==> src/eeseq_pkg.sv <==
package eeseq_pkg;

    // Field widths
    localparam int CMD_W     = 2;
    localparam int PAGE_W    = 3;
    localparam int BYTE_W    = 8;
    localparam int TIME_W    = 32;
    localparam int DELAY_W   = 20;
    localparam int ERR_W     = 10;
    localparam int OP_W      = 2;
    localparam int CFG_IDX_W = 2;
    localparam int CFG_DAT_W = 20;

    // Request codes
    localparam logic [CMD_W-1:0] CMD_STEP  = 2'd0;
    localparam logic [CMD_W-1:0] CMD_WRITE = 2'd1;
    localparam logic [CMD_W-1:0] CMD_READ  = 2'd2;

    // Engine commands
    localparam logic [OP_W-1:0] OP_NONE  = 2'd0;
    localparam logic [OP_W-1:0] OP_START = 2'd1;
    localparam logic [OP_W-1:0] OP_SEND  = 2'd2;
    localparam logic [OP_W-1:0] OP_STOP  = 2'd3;

    // Device addresses
    localparam logic [BYTE_W-1:0] DEV_WRITE = 8'hA0;
    localparam logic [BYTE_W-1:0] DEV_READ  = 8'hA1;

    // I2C master status codes
    localparam logic [BYTE_W-1:0] ST_BUSY     = 8'h00;
    localparam logic [BYTE_W-1:0] ST_START    = 8'h08;
    localparam logic [BYTE_W-1:0] ST_RESTART  = 8'h10;
    localparam logic [BYTE_W-1:0] ST_SLA_W    = 8'h18;
    localparam logic [BYTE_W-1:0] ST_DATA_ACK = 8'h28;
    localparam logic [BYTE_W-1:0] ST_SLA_R    = 8'h40;
    localparam logic [BYTE_W-1:0] ST_DATA_NAK = 8'h58;

    // Error bases for the write sequence
    localparam logic [ERR_W-1:0] ERR_NONE  = 10'd0;
    localparam logic [ERR_W-1:0] ERR_START = 10'd100;
    localparam logic [ERR_W-1:0] ERR_DEV   = 10'd200;
    localparam logic [ERR_W-1:0] ERR_ADDR  = 10'd300;
    localparam logic [ERR_W-1:0] ERR_DATA  = 10'd400;

    // Register map
    localparam logic [CFG_IDX_W-1:0] CFG_IDX_ENABLE     = 2'd0;
    localparam logic [CFG_IDX_W-1:0] CFG_IDX_STOP_DELAY = 2'd1;

    localparam logic [DELAY_W-1:0] STOP_DELAY_RESET = 20'd5000;

    typedef struct packed {
        logic [CMD_W-1:0]  cmd;
        logic [PAGE_W-1:0] page;
        logic [BYTE_W-1:0] mem_address;
        logic [BYTE_W-1:0] write_value;
        logic [TIME_W-1:0] now_us;
        logic              bus_grant;
        logic              engine_ready;
        logic [BYTE_W-1:0] engine_status;
        logic [BYTE_W-1:0] engine_rx_byte;
    } req_item_t;

    typedef struct packed {
        logic              request_accepted;
        logic [OP_W-1:0]   engine_op;
        logic [BYTE_W-1:0] engine_tx_byte;
        logic              busy_res;
        logic              data_ready;
        logic [BYTE_W-1:0] read_result;
        logic [ERR_W-1:0]  first_error;
    } rsp_item_t;

    typedef struct packed {
        logic               enable;
        logic [DELAY_W-1:0] stop_delay_us;
    } cfg_t;

endpackage

==> src/eeseq_if.sv <==
interface eeseq_req_if;
    import eeseq_pkg::*;
    logic      valid;
    logic      ready;
    req_item_t data;
    modport source (output valid, output data, input ready);
    modport sink (input valid, input data, output ready);
endinterface

interface eeseq_rsp_if;
    import eeseq_pkg::*;
    logic      valid;
    logic      ready;
    rsp_item_t data;
    modport source (output valid, output data, input ready);
    modport sink (input valid, input data, output ready);
endinterface

interface eeseq_cfg_if;
    import eeseq_pkg::*;
    logic                 valid;
    logic                 ready;
    logic [CFG_IDX_W-1:0] index;
    logic [CFG_DAT_W-1:0] wdata;
    modport source (output valid, output index, output wdata, input ready);
    modport sink (input valid, input index, input wdata, output ready);
endinterface

==> src/eeseq_cfg_regs.sv <==
module eeseq_cfg_regs
    import eeseq_pkg::*;
(
    input  logic                 clk,
    input  logic                 rst_n,
    input  logic                 wr_en,
    input  logic [CFG_IDX_W-1:0] wr_index,
    input  logic [CFG_DAT_W-1:0] wr_data,
    output cfg_t                 cfg
);

    cfg_t cfg_reg;
    cfg_t cfg_next;

    always_comb
    begin
        cfg_next = cfg_reg;
        if (wr_en)
        begin
            // Indexes beyond the map are dropped
            if (wr_index == CFG_IDX_ENABLE)
                cfg_next.enable = wr_data[0];
            else if (wr_index == CFG_IDX_STOP_DELAY)
                cfg_next.stop_delay_us = wr_data[DELAY_W-1:0];
        end
    end

    always_ff @(posedge clk or negedge rst_n)
    begin
        if (!rst_n)
        begin
            cfg_reg.enable        <= 1'b0;
            cfg_reg.stop_delay_us <= STOP_DELAY_RESET;
        end
        else
        begin
            cfg_reg <= cfg_next;
        end
    end

    assign cfg = cfg_reg;

endmodule

==> src/eeseq_core.sv <==
module eeseq_core
    import eeseq_pkg::*;
(
    input  logic      clk,
    input  logic      rst_n,
    input  cfg_t      cfg,
    input  logic      take,
    input  req_item_t item,
    output rsp_item_t result
);

    typedef enum logic [4:0] {
        PH_IDLE          = 5'd0,
        PH_W_START       = 5'd1,
        PH_W_START_ACK   = 5'd2,
        PH_W_DEV         = 5'd3,
        PH_W_DEV_ACK     = 5'd4,
        PH_W_ADDR        = 5'd5,
        PH_W_ADDR_ACK    = 5'd6,
        PH_W_DATA        = 5'd7,
        PH_W_DATA_ACK    = 5'd8,
        PH_STOP          = 5'd9,
        PH_R_START       = 5'd10,
        PH_R_START_ACK   = 5'd11,
        PH_R_DEV         = 5'd12,
        PH_R_DEV_ACK     = 5'd13,
        PH_R_ADDR        = 5'd14,
        PH_R_ADDR_ACK    = 5'd15,
        PH_R_RESTART     = 5'd16,
        PH_R_RESTART_ACK = 5'd17,
        PH_R_DEVRD       = 5'd18,
        PH_R_DEVRD_ACK   = 5'd19,
        PH_R_DATA        = 5'd20,
        PH_R_DATA_ACK    = 5'd21
    } phase_t;

    phase_t            phase_reg, phase_next;
    logic [BYTE_W-1:0] block_bits_reg, block_bits_next;
    logic [BYTE_W-1:0] target_address_reg, target_address_next;
    logic [BYTE_W-1:0] pending_value_reg, pending_value_next;
    logic [TIME_W-1:0] last_stop_time_reg, last_stop_time_next;
    logic              ready_flag_reg, ready_flag_next;
    logic [BYTE_W-1:0] latched_byte_reg, latched_byte_next;
    logic [ERR_W-1:0]  error_record_reg, error_record_next;

    logic [TIME_W-1:0] elapsed;
    logic              delay_met;
    logic              ack_chk;
    logic [BYTE_W-1:0] ack_expect;
    phase_t            ack_target;
    logic [ERR_W-1:0]  ack_base;
    logic              accepted;
    logic [OP_W-1:0]   op;
    logic [BYTE_W-1:0] tx;

    assign elapsed   = item.now_us - last_stop_time_reg;
    assign delay_met = elapsed >= {{(TIME_W-DELAY_W){1'b0}}, cfg.stop_delay_us};

    always_comb
    begin
        phase_next          = phase_reg;
        block_bits_next     = block_bits_reg;
        target_address_next = target_address_reg;
        pending_value_next  = pending_value_reg;
        last_stop_time_next = last_stop_time_reg;
        ready_flag_next     = ready_flag_reg;
        latched_byte_next   = latched_byte_reg;
        error_record_next   = error_record_reg;
        accepted            = 1'b0;
        op                  = OP_NONE;
        tx                  = '0;
        ack_chk             = 1'b0;
        ack_expect          = ST_BUSY;
        ack_target          = PH_IDLE;
        ack_base            = ERR_NONE;

        if (cfg.enable && (item.cmd == CMD_WRITE || item.cmd == CMD_READ))
        begin
            if (phase_reg == PH_IDLE && delay_met && item.bus_grant)
            begin
                accepted            = 1'b1;
                block_bits_next     = {{(BYTE_W-PAGE_W-1){1'b0}}, item.page, 1'b0};
                target_address_next = item.mem_address;
                if (item.cmd == CMD_WRITE)
                begin
                    pending_value_next = item.write_value;
                    phase_next         = PH_W_START;
                end
                else
                begin
                    pending_value_next = '0;
                    ready_flag_next    = 1'b0;
                    phase_next         = PH_R_START;
                end
            end
        end
        else if (cfg.enable && item.cmd == CMD_STEP)
        begin
            unique case (phase_reg)
                PH_W_START, PH_R_START, PH_R_RESTART:
                begin
                    if (item.engine_ready)
                    begin
                        op = OP_START;
                        phase_next = phase_t'(phase_reg + 5'd1);
                    end
                end
                PH_W_DEV, PH_R_DEV:
                begin
                    if (item.engine_ready)
                    begin
                        op = OP_SEND;
                        tx = DEV_WRITE + block_bits_reg;
                        phase_next = phase_t'(phase_reg + 5'd1);
                    end
                end
                PH_W_ADDR, PH_R_ADDR:
                begin
                    if (item.engine_ready)
                    begin
                        op = OP_SEND;
                        tx = target_address_reg;
                        phase_next = phase_t'(phase_reg + 5'd1);
                    end
                end
                PH_W_DATA:
                begin
                    if (item.engine_ready)
                    begin
                        op = OP_SEND;
                        tx = pending_value_reg;
                        phase_next = PH_W_DATA_ACK;
                    end
                end
                PH_R_DEVRD:
                begin
                    if (item.engine_ready)
                    begin
                        op = OP_SEND;
                        tx = DEV_READ + block_bits_reg;
                        phase_next = PH_R_DEVRD_ACK;
                    end
                end
                PH_R_DATA:
                begin
                    // Clock in the data byte; the tx byte stays zero here
                    if (item.engine_ready)
                    begin
                        op = OP_SEND;
                        phase_next = PH_R_DATA_ACK;
                    end
                end
                PH_STOP:
                begin
                    if (item.engine_ready)
                    begin
                        op = OP_STOP;
                        phase_next = PH_IDLE;
                        last_stop_time_next = item.now_us;
                    end
                end
                PH_W_START_ACK:
                begin
                    ack_chk = 1'b1; ack_expect = ST_START;
                    ack_target = PH_W_DEV; ack_base = ERR_START;
                end
                PH_W_DEV_ACK:
                begin
                    ack_chk = 1'b1; ack_expect = ST_SLA_W;
                    ack_target = PH_W_ADDR; ack_base = ERR_DEV;
                end
                PH_W_ADDR_ACK:
                begin
                    ack_chk = 1'b1; ack_expect = ST_DATA_ACK;
                    ack_target = PH_W_DATA; ack_base = ERR_ADDR;
                end
                PH_W_DATA_ACK:
                begin
                    ack_chk = 1'b1; ack_expect = ST_DATA_ACK;
                    ack_target = PH_STOP; ack_base = ERR_DATA;
                end
                PH_R_START_ACK:
                begin
                    ack_chk = 1'b1; ack_expect = ST_START; ack_target = PH_R_DEV;
                end
                PH_R_DEV_ACK:
                begin
                    ack_chk = 1'b1; ack_expect = ST_SLA_W; ack_target = PH_R_ADDR;
                end
                PH_R_ADDR_ACK:
                begin
                    ack_chk = 1'b1; ack_expect = ST_DATA_ACK; ack_target = PH_R_RESTART;
                end
                PH_R_RESTART_ACK:
                begin
                    ack_chk = 1'b1; ack_expect = ST_RESTART; ack_target = PH_R_DEVRD;
                end
                PH_R_DEVRD_ACK:
                begin
                    ack_chk = 1'b1; ack_expect = ST_SLA_R; ack_target = PH_R_DATA;
                end
                PH_R_DATA_ACK:
                begin
                    if (item.engine_status == ST_DATA_NAK)
                    begin
                        latched_byte_next = item.engine_rx_byte;
                        ready_flag_next   = 1'b1;
                        phase_next        = PH_STOP;
                    end
                    else if (item.engine_status != ST_BUSY)
                    begin
                        phase_next = PH_IDLE;
                    end
                end
                default:
                begin
                    phase_next = PH_IDLE;
                end
            endcase

            // Shared acknowledge check: wait on busy, advance on match, else abort
            if (ack_chk && item.engine_status != ST_BUSY)
            begin
                if (item.engine_status == ack_expect)
                begin
                    phase_next = ack_target;
                end
                else
                begin
                    if (ack_base != ERR_NONE && error_record_reg == ERR_NONE)
                        error_record_next = ack_base
                                            + {{(ERR_W-BYTE_W){1'b0}}, item.engine_status};
                    phase_next = PH_IDLE;
                end
            end
        end
    end

    always_ff @(posedge clk or negedge rst_n)
    begin
        if (!rst_n)
        begin
            phase_reg          <= PH_IDLE;
            block_bits_reg     <= '0;
            target_address_reg <= '0;
            pending_value_reg  <= '0;
            last_stop_time_reg <= '0;
            ready_flag_reg     <= 1'b0;
            latched_byte_reg   <= '0;
            error_record_reg   <= ERR_NONE;
        end
        else if (take)
        begin
            phase_reg          <= phase_next;
            block_bits_reg     <= block_bits_next;
            target_address_reg <= target_address_next;
            pending_value_reg  <= pending_value_next;
            last_stop_time_reg <= last_stop_time_next;
            ready_flag_reg     <= ready_flag_next;
            latched_byte_reg   <= latched_byte_next;
            error_record_reg   <= error_record_next;
        end
    end

    always_comb
    begin
        result.request_accepted = accepted;
        result.engine_op        = op;
        result.engine_tx_byte   = tx;
        result.busy_res         = (phase_next != PH_IDLE);
        result.data_ready       = ready_flag_next;
        result.read_result      = latched_byte_next;
        result.first_error      = error_record_next;
    end

endmodule

==> src/eeseq_out_stage.sv <==
module eeseq_out_stage
    import eeseq_pkg::*;
(
    input  logic      clk,
    input  logic      rst_n,
    input  logic      push,
    input  rsp_item_t push_data,
    output logic      space,
    output logic      out_valid,
    input  logic      out_ready,
    output rsp_item_t out_data
);

    logic      main_valid_reg;
    logic      skid_valid_reg;
    rsp_item_t main_reg;
    rsp_item_t skid_reg;
    logic      pop;

    assign pop       = main_valid_reg && out_ready;
    assign space     = !skid_valid_reg;
    assign out_valid = main_valid_reg;
    assign out_data  = main_reg;

    always_ff @(posedge clk or negedge rst_n)
    begin
        if (!rst_n)
        begin
            main_valid_reg <= 1'b0;
            skid_valid_reg <= 1'b0;
        end
        else if (pop)
        begin
            if (skid_valid_reg)
                skid_valid_reg <= 1'b0;
            else if (!push)
                main_valid_reg <= 1'b0;
        end
        else if (push)
        begin
            if (main_valid_reg)
                skid_valid_reg <= 1'b1;
            else
                main_valid_reg <= 1'b1;
        end
    end

    always_ff @(posedge clk)
    begin
        if (pop)
        begin
            if (skid_valid_reg)
                main_reg <= skid_reg;
            else if (push)
                main_reg <= push_data;
        end
        else if (push)
        begin
            if (main_valid_reg)
                skid_reg <= push_data;
            else
                main_reg <= push_data;
        end
    end

endmodule

==> src/eeprom_i2c_byte_transaction_sequencer.sv <==
// Channel  Dir  Payload                                         Handshake
// req      in   cmd, page, address, data, time, engine status   valid/ready
// rsp      out  accepted, engine command and byte, status       valid/ready
// cfg      in   register index, write data                      valid/ready
//
// Each req item is decided combinationally: the phase logic reads the item and
// the held transaction state, and writes the new state and the rsp item at
// the same edge. One item per cycle is sustained while rsp is drained.
// A two-entry output buffer (main plus skid) decouples req.ready from
// rsp.ready; req stalls only when both entries are full.
// Reset clears the phase, the transaction state and the registers
// (enable off, stop delay 5000 us). cfg is always ready.
module eeprom_i2c_byte_transaction_sequencer
    import eeseq_pkg::*;
(
    input logic  clk,
    input logic  rst_n,
    eeseq_req_if.sink   req,
    eeseq_rsp_if.source rsp,
    eeseq_cfg_if.sink   cfg
);

    cfg_t      cfg_q;
    rsp_item_t core_result;
    logic      space;
    logic      take;

    // Registers are written without back-pressure
    assign cfg.ready = 1'b1;

    // Accept a request item whenever the output buffer has a free entry
    assign req.ready = space;
    assign take      = req.valid && space;

    eeseq_cfg_regs u_cfg_regs (
        .clk      (clk),
        .rst_n    (rst_n),
        .wr_en    (cfg.valid),
        .wr_index (cfg.index),
        .wr_data  (cfg.wdata),
        .cfg      (cfg_q)
    );

    // Advance the transaction phase once per accepted item
    eeseq_core u_core (
        .clk    (clk),
        .rst_n  (rst_n),
        .cfg    (cfg_q),
        .take   (take),
        .item   (req.data),
        .result (core_result)
    );

    // Hold results until the consumer takes them
    eeseq_out_stage u_out_stage (
        .clk       (clk),
        .rst_n     (rst_n),
        .push      (take),
        .push_data (core_result),
        .space     (space),
        .out_valid (rsp.valid),
        .out_ready (rsp.ready),
        .out_data  (rsp.data)
    );

endmodule

==> src/flat_wrapper.sv <==
// flat-port wrapper written by rule: the top's interface ports become plain ports
module eeprom_i2c_byte_transaction_sequencer_flat import eeseq_pkg::*;
  (clk, rst_n, req_valid, req_data, req_ready, rsp_valid, rsp_data, rsp_ready, cfg_valid, cfg_index, cfg_wdata, cfg_ready);
  eeseq_req_if req_i ();
  eeseq_rsp_if rsp_i ();
  eeseq_cfg_if cfg_i ();
  input logic clk;
  input logic rst_n;
  input wire logic [$bits(req_i.valid)-1:0] req_valid;
  input wire logic [$bits(req_i.data)-1:0] req_data;
  output wire logic [$bits(req_i.ready)-1:0] req_ready;
  output wire logic [$bits(rsp_i.valid)-1:0] rsp_valid;
  output wire logic [$bits(rsp_i.data)-1:0] rsp_data;
  input wire logic [$bits(rsp_i.ready)-1:0] rsp_ready;
  input wire logic [$bits(cfg_i.valid)-1:0] cfg_valid;
  input wire logic [$bits(cfg_i.index)-1:0] cfg_index;
  input wire logic [$bits(cfg_i.wdata)-1:0] cfg_wdata;
  output wire logic [$bits(cfg_i.ready)-1:0] cfg_ready;
  assign req_i.valid = req_valid;
  assign req_i.data = req_data;
  assign req_ready = req_i.ready;
  assign rsp_valid = rsp_i.valid;
  assign rsp_data = rsp_i.data;
  assign rsp_i.ready = rsp_ready;
  assign cfg_i.valid = cfg_valid;
  assign cfg_i.index = cfg_index;
  assign cfg_i.wdata = cfg_wdata;
  assign cfg_ready = cfg_i.ready;
  eeprom_i2c_byte_transaction_sequencer u_core (.clk(clk), .rst_n(rst_n), .req(req_i), .rsp(rsp_i), .cfg(cfg_i));
endmodule
==> config.mk <==
export PLATFORM = sky130hd
export DESIGN_NAME = eeprom_i2c_byte_transaction_sequencer_flat
export DESIGN_NICKNAME = d
export VERILOG_FILES = /design/src/eeseq_pkg.sv /design/src/eeseq_if.sv /design/src/eeseq_cfg_regs.sv /design/src/eeseq_core.sv /design/src/eeseq_out_stage.sv /design/src/eeprom_i2c_byte_transaction_sequencer.sv /design/src/flat_wrapper.sv
export SDC_FILE = /design/constraint.sdc
export NUM_CORES = 1
export LEC_CHECK = 0
export ABC_CLOCK_PERIOD_IN_PS = 10700
export BUFFER_PORTS_ARGS = -buffer_cell sky130_fd_sc_hd__buf_2
export CORE_MARGIN = 5
export CORE_UTILIZATION = 45
export CTS_CLUSTER_SIZE = 24
export DETAILED_ROUTE_END_ITERATION = 12
export SYNTH_ARGS = -nofsm -noshare
export SYNTH_HDL_FRONTEND = slang
export SYNTH_HIERARCHICAL = 1
export SYNTH_SLANG_ARGS = --single-unit
export TNS_END_PERCENT = 20
==> constraint.sdc <==
create_clock -name clk -period 10.7 [get_ports clk]
set_input_delay 0.535 -clock clk [delete_from_list [all_inputs] [get_ports clk]]
set_output_delay 0.535 -clock clk [all_outputs]
set_load 0.01 [all_outputs]
==> impl_metrics.py, run 1 <==
metrics = {
    "outcome": {
        "status": "finished with violations",
        "failed_checks": "hold timing",
    },
    "sta": {
        "fin_tns_setup_ps": 0,
        "period_minus_slack_ps": 5106,
        "setup_viol": 0,
        "rsz0062_at_grt": "no",
        "tightest_slew_ps": 1020,
        "finalMaxSlewViolations": 0,
        "slew_headroom_pct": 31.88,
        "min_period_over_period_pct": 47.72,
        "hold_violations": 4,
        "whs_ps": -4.216,
        "fmax_ghz": 0.1958,
        "clock-skew-final_ps": 22.49,
    },
    "routing": {
        "vias_per_cell": 5.589,
        "num_vias": 7729,
        "dr.pass1.iters": 5,
        "post_drt_wl_per_cell_um": 17.42,
        "drc": 0,
        "totalWireLength_um": 24100,
        "drt_iter0_markers": 524,
        "ant_nets": 0,
    },
    "pwr": {
        "combPwrFrac_pct": 34.0,
        "p_leak_nw": 5.391,
        "power.switching_uw": 818.0,
        "power_density_nw_per_um2": 190.3,
        "swShare_pct": 36.45,
        "internal_power_mw": 1.426,
        "seqPwrFrac_pct": 38.6,
        "p_clk_share_pct": 27.4,
        "peakVddDrop_v": 0.0001255,
        "finalPower_mw": 2.244,
    },
    "setup_path": {
        "slowest_stage": "or4_1",
        "path_cells": "ha_1 > inv_1 > fa_1 > a21o_1 > a221oi_4 > nor3_2 > nor2_2 > o21ai_0 > xor2_1 > ha_1 > a21o_1 > a21o_1 > a21oi_1 > o221ai_1 > nor4_1 > o2111ai_1 > nor4_2 > nand4b_2 > nand2_2 > o31ai_1 > or4_1 > mux2_4",
        "cp.arrival_ps": 5290,
        "cp-end-kind": "flop",
        "max_stage_delay_ps": 510,
        "cp_top_family": "simple AND/OR/NAND/NOR gates",
        "critPathBufInv": 1,
        "critPathMostFrequentCell": "a21o_1",
        "required_ps": 10880,
        "crit_type": "flop to flop",
        "path_max_fanout": 5,
        "cp-start-kind": "flop",
    },
    "place": {
        "place.gp.congestion": 0.8898,
        "dp_hpwl_um": 17870,
        "io_buffers": 130,
    },
    "synthesis": {
        "yosysTopAreaCell": "dfrtp_1",
        "synthFlopType": "dfrtp_1",
        "syn_avg_cell_area_um2": 10.64,
        "ys_seq_area_share_pct": 41.73,
        "ys_ff_latch": 160,
        "syn-cell-area_um2": 10350,
        "synth_area_leaders": "dfrtp_1 22%, edfxtp_1 18%, mux2_4 8.8%, ha_1 8.0%, mux2_2 5.4%",
        "yosysWarnings": 6,
        "synth-async-reset-ratio_pct": 61.25,
        "synthCells": 973,
        "netlist-cell-type-count": 83,
        "syn_nets": 1139,
        "synth-edff-count": 62,
        "synthDominantCellAreaShare_pct": 22.48,
    },
    "clocking": {
        "cts_root_buffer": "clkbuf_16",
        "cts_tree": "built",
        "clock-sinks": 160,
        "clk_latency_ps": 440,
        "cts_htree_levels": 4,
        "clkSlewWorstSetupHoldPaths_ps": 80,
        "cts_setup_buffers": 0,
        "hold_buffers": 0,
        "cts_buffers": 17,
        "clk_path_buf_depth": 2,
        "ctsResizeCount": 0,
    },
    "final_layout": {
        "layout-drive-gt1-share_pct": 29.23,
        "fillers": 2056,
        "final_cell_mix": "129 x buf_2, 93 x dfrtp_1, 84 x inv_1",
        "antenna_cells": 0,
        "largest_register_ffs": 32,
        "final_common_cell": "buf_2",
        "nets": 1251,
        "area_growth_pct": 13.92,
        "seqCellArea_um2": 4320,
        "multi_input_area_um2": 5494,
        "fin_util_pct": 52.10,
    },
    "min_path": {
        "hold_class": "input port to asynchronous set/reset pin",
    },
    "die": {
        "die-area_um2": 26140,
        "initial_core_util_pct": 45.73,
        "coreArea_um2": 22640,
        "floorplan.die.height_um": 161.7,
        "rows": 55,
        "die_x_um": 161.7,
        "io_pins": 132,
    },
    "global_route": {
        "grtUsageTotal_pct": 18.64,
        "overflow": 0,
        "grt_pass1_wl_um": 39670,
        "grt_pass1_vias": 7711,
        "antenna_found_initial": 0,
        "grt_max_degree": 71,
    },
    "run": {
        "cap_violations": 0,
    },
}
[through the flow]
stage,std cells,instance area (um^2),hold slack [ps],setup WS (ps)
after floorplan,973,10350,239.4,5766
after global routing,1383,11800,17.12,5237
final,1383,11800,-4.216,5594
after global placement,1351,11180,476.7,5354
after CTS,1383,11800,0.8618,5600
after detailed placement,1351,11180,474.4,5257
[synthesized netlist by cell type, types with 7 or more instances]
| library cell | count |
|---|---|
| xnor2_1 | 17 |
| nor4_1 | 7 |
| a21o_1 | 22 |
| nand2_1 | 60 |
| nand4_1 | 18 |
| inv_1 | 84 |
| a31oi_1 | 7 |
| mux2_2 | 50 |
| and3_1 | 9 |
| o21ai_0 | 40 |
| dfrtp_1 | 93 |
| ha_1 | 66 |
| xor2_1 | 15 |
| clkbuf_1 | 26 |
| a31o_2 | 13 |
| nor2_1 | 56 |
| o21a_1 | 10 |
| a21oi_1 | 75 |
| nand3_1 | 22 |
| edfxtp_1 | 62 |
| nor3_1 | 17 |
| mux2_4 | 61 |
[layer usage]
layer	up-vias	track usage, %	share of wire [%]
met4	0	4.998	1.8
met2	219	31.41	48
met1	3685	25.09	46
met5	-	0	0
met3	32	3.121	4.4
li1	3793	-	-
[path summary, 6_finish.rpt]
check	startpoint	end	slack [ps]	cells after the start
max in group asynchronous	rst_n	u_core/u_core/error_record_reg[3]$_DFFE_PN0P_	9420	2
worst max-delay path	u_core/u_core/last_stop_time_reg[0]$_DFFE_PN0P_	u_core/u_out_stage/out_data[19]$_DFFE_PP_	5590	22
min in group clk	cfg_wdata[10]	u_core/u_cfg_regs/cfg[10]$_DFFE_PN0P_	320	2
worst max register to register	u_core/u_core/last_stop_time_reg[0]$_DFFE_PN0P_	u_core/u_out_stage/out_data[19]$_DFFE_PP_	5590	22
worst min register to register	u_core/u_core/error_record_reg[6]$_DFFE_PN0P_	u_core/u_core/error_record_reg[6]$_DFFE_PN0P_	500	1
worst min-delay path	rst_n	u_core/u_core/last_stop_time_reg[6]$_DFFE_PN0P_	-4	1
[final cells by class]
class | instances | area share [%]
clock buffer | 17 | 3.607
multi-input combinational | 686 | 46.58
timing repair buffer | 136 | 5.919
inverter | 84 | 2.673
tap | 285 | 3.023
clock inverter | 15 | 1.570
sequential | 160 | 36.63
[logic make-up (layout without fill, tap and decap cells)]
logic type      count (synthesis)  after routing  share of synthesized area [%]
mux                           117            117                          14.98
fa+ha+maj                      68             68                          8.363
flops                         160            160                          41.73
buf+inv                       127            252                          5.402
compound gates                233            233                          15.09
simple gates                  235            235                          11.69
xor+xnor                       32             32                          2.707
other cells                     1              1                        0.03622
[power groups by stage]
stage,registers [mW],logic [mW],clock network [mW]
after floorplan,0.863,0.557,0
after global placement,0.876,0.758,0
after detailed placement,0.878,0.762,0
after CTS,0.867,0.765,0.631
after global routing,0.883,0.842,0.660
final,0.866,0.764,0.614
No activity file was read; power rests on OpenSTA's default activity.
==> run 2, diff against run 1 <==
- ABC_CLOCK_PERIOD_IN_PS: 10700 -> 4300
- PLACE_DENSITY: unset -> 0.67
- clock period: 10.7 -> 4.3 ns (I/O delays scaled with it)
==> run 2 against run 1 <==
Compared with the run above: the flow finishes with violations (setup timing); register-to-register slack worse by 6000 ps; first-iteration DRC count up 23%; sequential share of layout area decreased by 2.0 points; sequential power increased by 140%; global-route usage increased by 0.41 points; power increased to 2.6 times the previous value; setup slack got worse by 6000 ps; flip-flop and latch count stayed put.
==> impl_metrics.py, run 2 (synthesis gave the netlist of run 1 again) <==
metrics = {
    "die": {
        "io_pins": 132,
        "coreArea_um2": 22640,
        "initial_core_util_pct": 45.73,
        "die-area_um2": 26140,
        "floorplan.die.height_um": 161.7,
        "rows": 55,
        "die_x_um": 161.7,
    },
    "final_layout": {
        "fin_area_um2": 12460,
        "fillers": 1982,
        "fin_util_pct": 55.05,
        "layout-drive-gt1-share_pct": 34.04,
        "finalNonFillerCells": 1464,
        "nets": 1331,
        "area_growth_pct": 20.37,
        "largest_register_ffs": 32,
        "final_common_cell": "buf_2",
        "final_cell_mix": "129 x buf_2, 93 x dfrtp_1, 83 x inv_1",
    },
    "place": {
        "dp_hpwl_um": 18370,
        "place.gp.congestion": 0.9291,
        "io_buffers": 130,
        "place_inst": 1416,
        "placed_area_um2": 11670,
    },
    "min_path": {
        "min_path_cells": 2,
        "holdPathEnd": "u_core/u_core/target_address_reg[6]$_DFFE_PN0P_",
        "hp-start": "req_data[64]",
        "hold_class": "input port to flop",
    },
    "setup_path": {
        "regToRegStartpoint": "u_core/u_core/last_stop_time_reg[0]$_DFFE_PN0P_",
        "path_max_fanout": 4,
        "r2r_end": "u_core/u_out_stage/out_data[19]$_DFFE_PP_",
        "cp.arrival_ps": 4900,
        "reg2regPathDepth": 21,
        "cp-end-kind": "flop",
        "cp-start-kind": "flop",
        "required_ps": 4470,
        "r2r_slack_ps": -430,
        "crit_type": "flop to flop",
    },
    "routing": {
        "drc": 0,
        "dr.pass1.iters": 5,
        "drt_iter0_markers": 647,
        "ant_nets": 0,
        "post_drt_wl_per_cell_um": 17.02,
        "totalWireLength_um": 24920,
        "num_vias": 8126,
        "vias_per_cell": 5.551,
    },
    "global_route": {
        "overflow": 0,
        "grt_pass1_vias": 8085,
        "grt_pass1_wl_um": 40680,
        "antenna_found_initial": 0,
        "grtUsageTotal_pct": 19.05,
        "grt_max_degree": 55,
    },
    "outcome": {
        "status": "finished with violations",
        "failed_checks": "setup timing",
    },
    "clocking": {
        "clock-sinks": 160,
        "clkSlewWorstSetupHoldPaths_ps": 70,
        "cts_tree": "built",
        "cts_htree_levels": 4,
        "clk_path_buf_depth": 2,
        "cts_buffers": 17,
        "cts_root_buffer": "clkbuf_16",
        "clk_latency_ps": 430,
    },
    "sta": {
        "period_minus_slack_ps": 4733,
        "clock-skew-final_ps": 16.47,
        "slew_headroom_pct": 33.19,
        "setup_viol": 14,
        "hold_violations": 0,
        "min_period_over_period_pct": 110.1,
        "rsz0062_at_grt": "yes",
        "finalMaxSlewViolations": 0,
        "whs_ps": 23.35,
        "fmax_ghz": 0.2113,
        "tightest_slew_ps": 999.9,
        "setup_ws_ps": -433.5,
    },
    "pwr": {
        "peakVddDrop_v": 0.0002806,
        "power_density_nw_per_um2": 461.5,
        "p_leak_nw": 5.766,
    },
    "run": {
        "cap_violations": 0,
    },
}
[run 2: cell count changes in the layout (fill, tap and decap cells not counted), moves of 2 or more]
cell           before  now
a21oi_1            74   71
nor4_2              1    3
o21ai_0            40   36
a21oi_2             1    4
clkinv_8            5    7
dlygate4sd3_1       0    9
and4b_4             1    3
clkinv_4            3    1
o21ai_1             3    6
buf_4               7   76
[run 2: worst max path at each step]
stage	start	depth (start not counted)	slack (ps)	end
2_1_floorplan	u_core/u_core/last_stop_time_reg[0]$_DFFE_PN0P_	21	-180	u_core/u_out_stage/out_data[19]$_DFFE_PP_
3_3_place_gp	req_data[18]	23	-520	u_core/u_out_stage/out_data[19]$_DFFE_PP_
3_5_place_dp	req_data[18]	23	-650	u_core/u_out_stage/out_data[19]$_DFFE_PP_
4_1_cts	u_core/u_core/last_stop_time_reg[0]$_DFFE_PN0P_	22	-520	u_core/u_out_stage/out_data[19]$_DFFE_PP_
5_1_grt	u_core/u_core/last_stop_time_reg[0]$_DFFE_PN0P_	22	-690	u_core/u_out_stage/out_data[19]$_DFFE_PP_
6_report	u_core/u_core/last_stop_time_reg[0]$_DFFE_PN0P_	21	-430	u_core/u_out_stage/out_data[19]$_DFFE_PP_
[run 2: area by class of cell]
class / count / area [um^2] / share of cell area, %
antenna: 1 / 2.502 / 0.02008
clock buffer: 17 / 425.4 / 3.413
clock inverter: 15 / 191.4 / 1.536
inverter: 84 / 315.3 / 2.530
multi-input combinational: 688 / 5545 / 44.49
sequential: 160 / 4320 / 34.67
tap: 285 / 356.6 / 2.861
timing repair buffer: 214 / 1306 / 10.48
[run 2: repair_timing]
action | CTS | global route
pin swaps | 12 | 7
endpoints found under the hold margin | 54 | 2
endpoints found under the setup margin | 26 | 29
hold buffers | 7 | 2
gates resized for setup | 11 | 1
setup buffers | 3 | 1
gates cloned | 2 | 0
[run 2: routing by layer]
layer  GRT usage, %  part of all wire (%)  vias up
met5              0                     0        -
met4          4.921                   1.3        0
met3          2.867                   4.2       26
met2          32.84                    50      212
met1          25.31                    45     3934
li1               -                     -     3954
[run 2: power by group]
| group | leakage (nW) | switching, mW | internal, mW |
|---|---|---|---|
| registers | 1.86 | 0.184 | 1.94 |
| logic | 3.62 | 1.18 | 0.925 |
| clock network | 0.291 | 0.737 | 0.791 |
| total | 5.77 | 2.10 | 3.65 |
[run 2: critical path, stage by stage (launching register included)]
cell	delay (ps)
dfrtp_1	350
ha_2	190
inv_2	40
fa_2	330
a21o_1	210
a221oi_4	340
nor3_2	110
o21ai_1	210
nand2_1	90
xor2_1	150
ha_1	300
a21o_1	160
a21oi_1	140
o221ai_1	140
nor4_2	200
o2111ai_2	160
nor4_2	210
nand4b_2	180
nand2_2	120
nor3_1	50
or4_1	520
mux2_4	270
[run 2: through the flow]
stage / TNS [ps] / total power, mW / setup WS, ps
after floorplan: -184.2 / 3.536 / -184.2
after global placement: -4776 / 4.197 / -517.3
after detailed placement: -7863 / 4.210 / -648.8
after CTS: -2618 / 5.785 / -523.7
after global routing: -7665 / 6.116 / -692.6
final: -1438 / 5.752 / -433.5
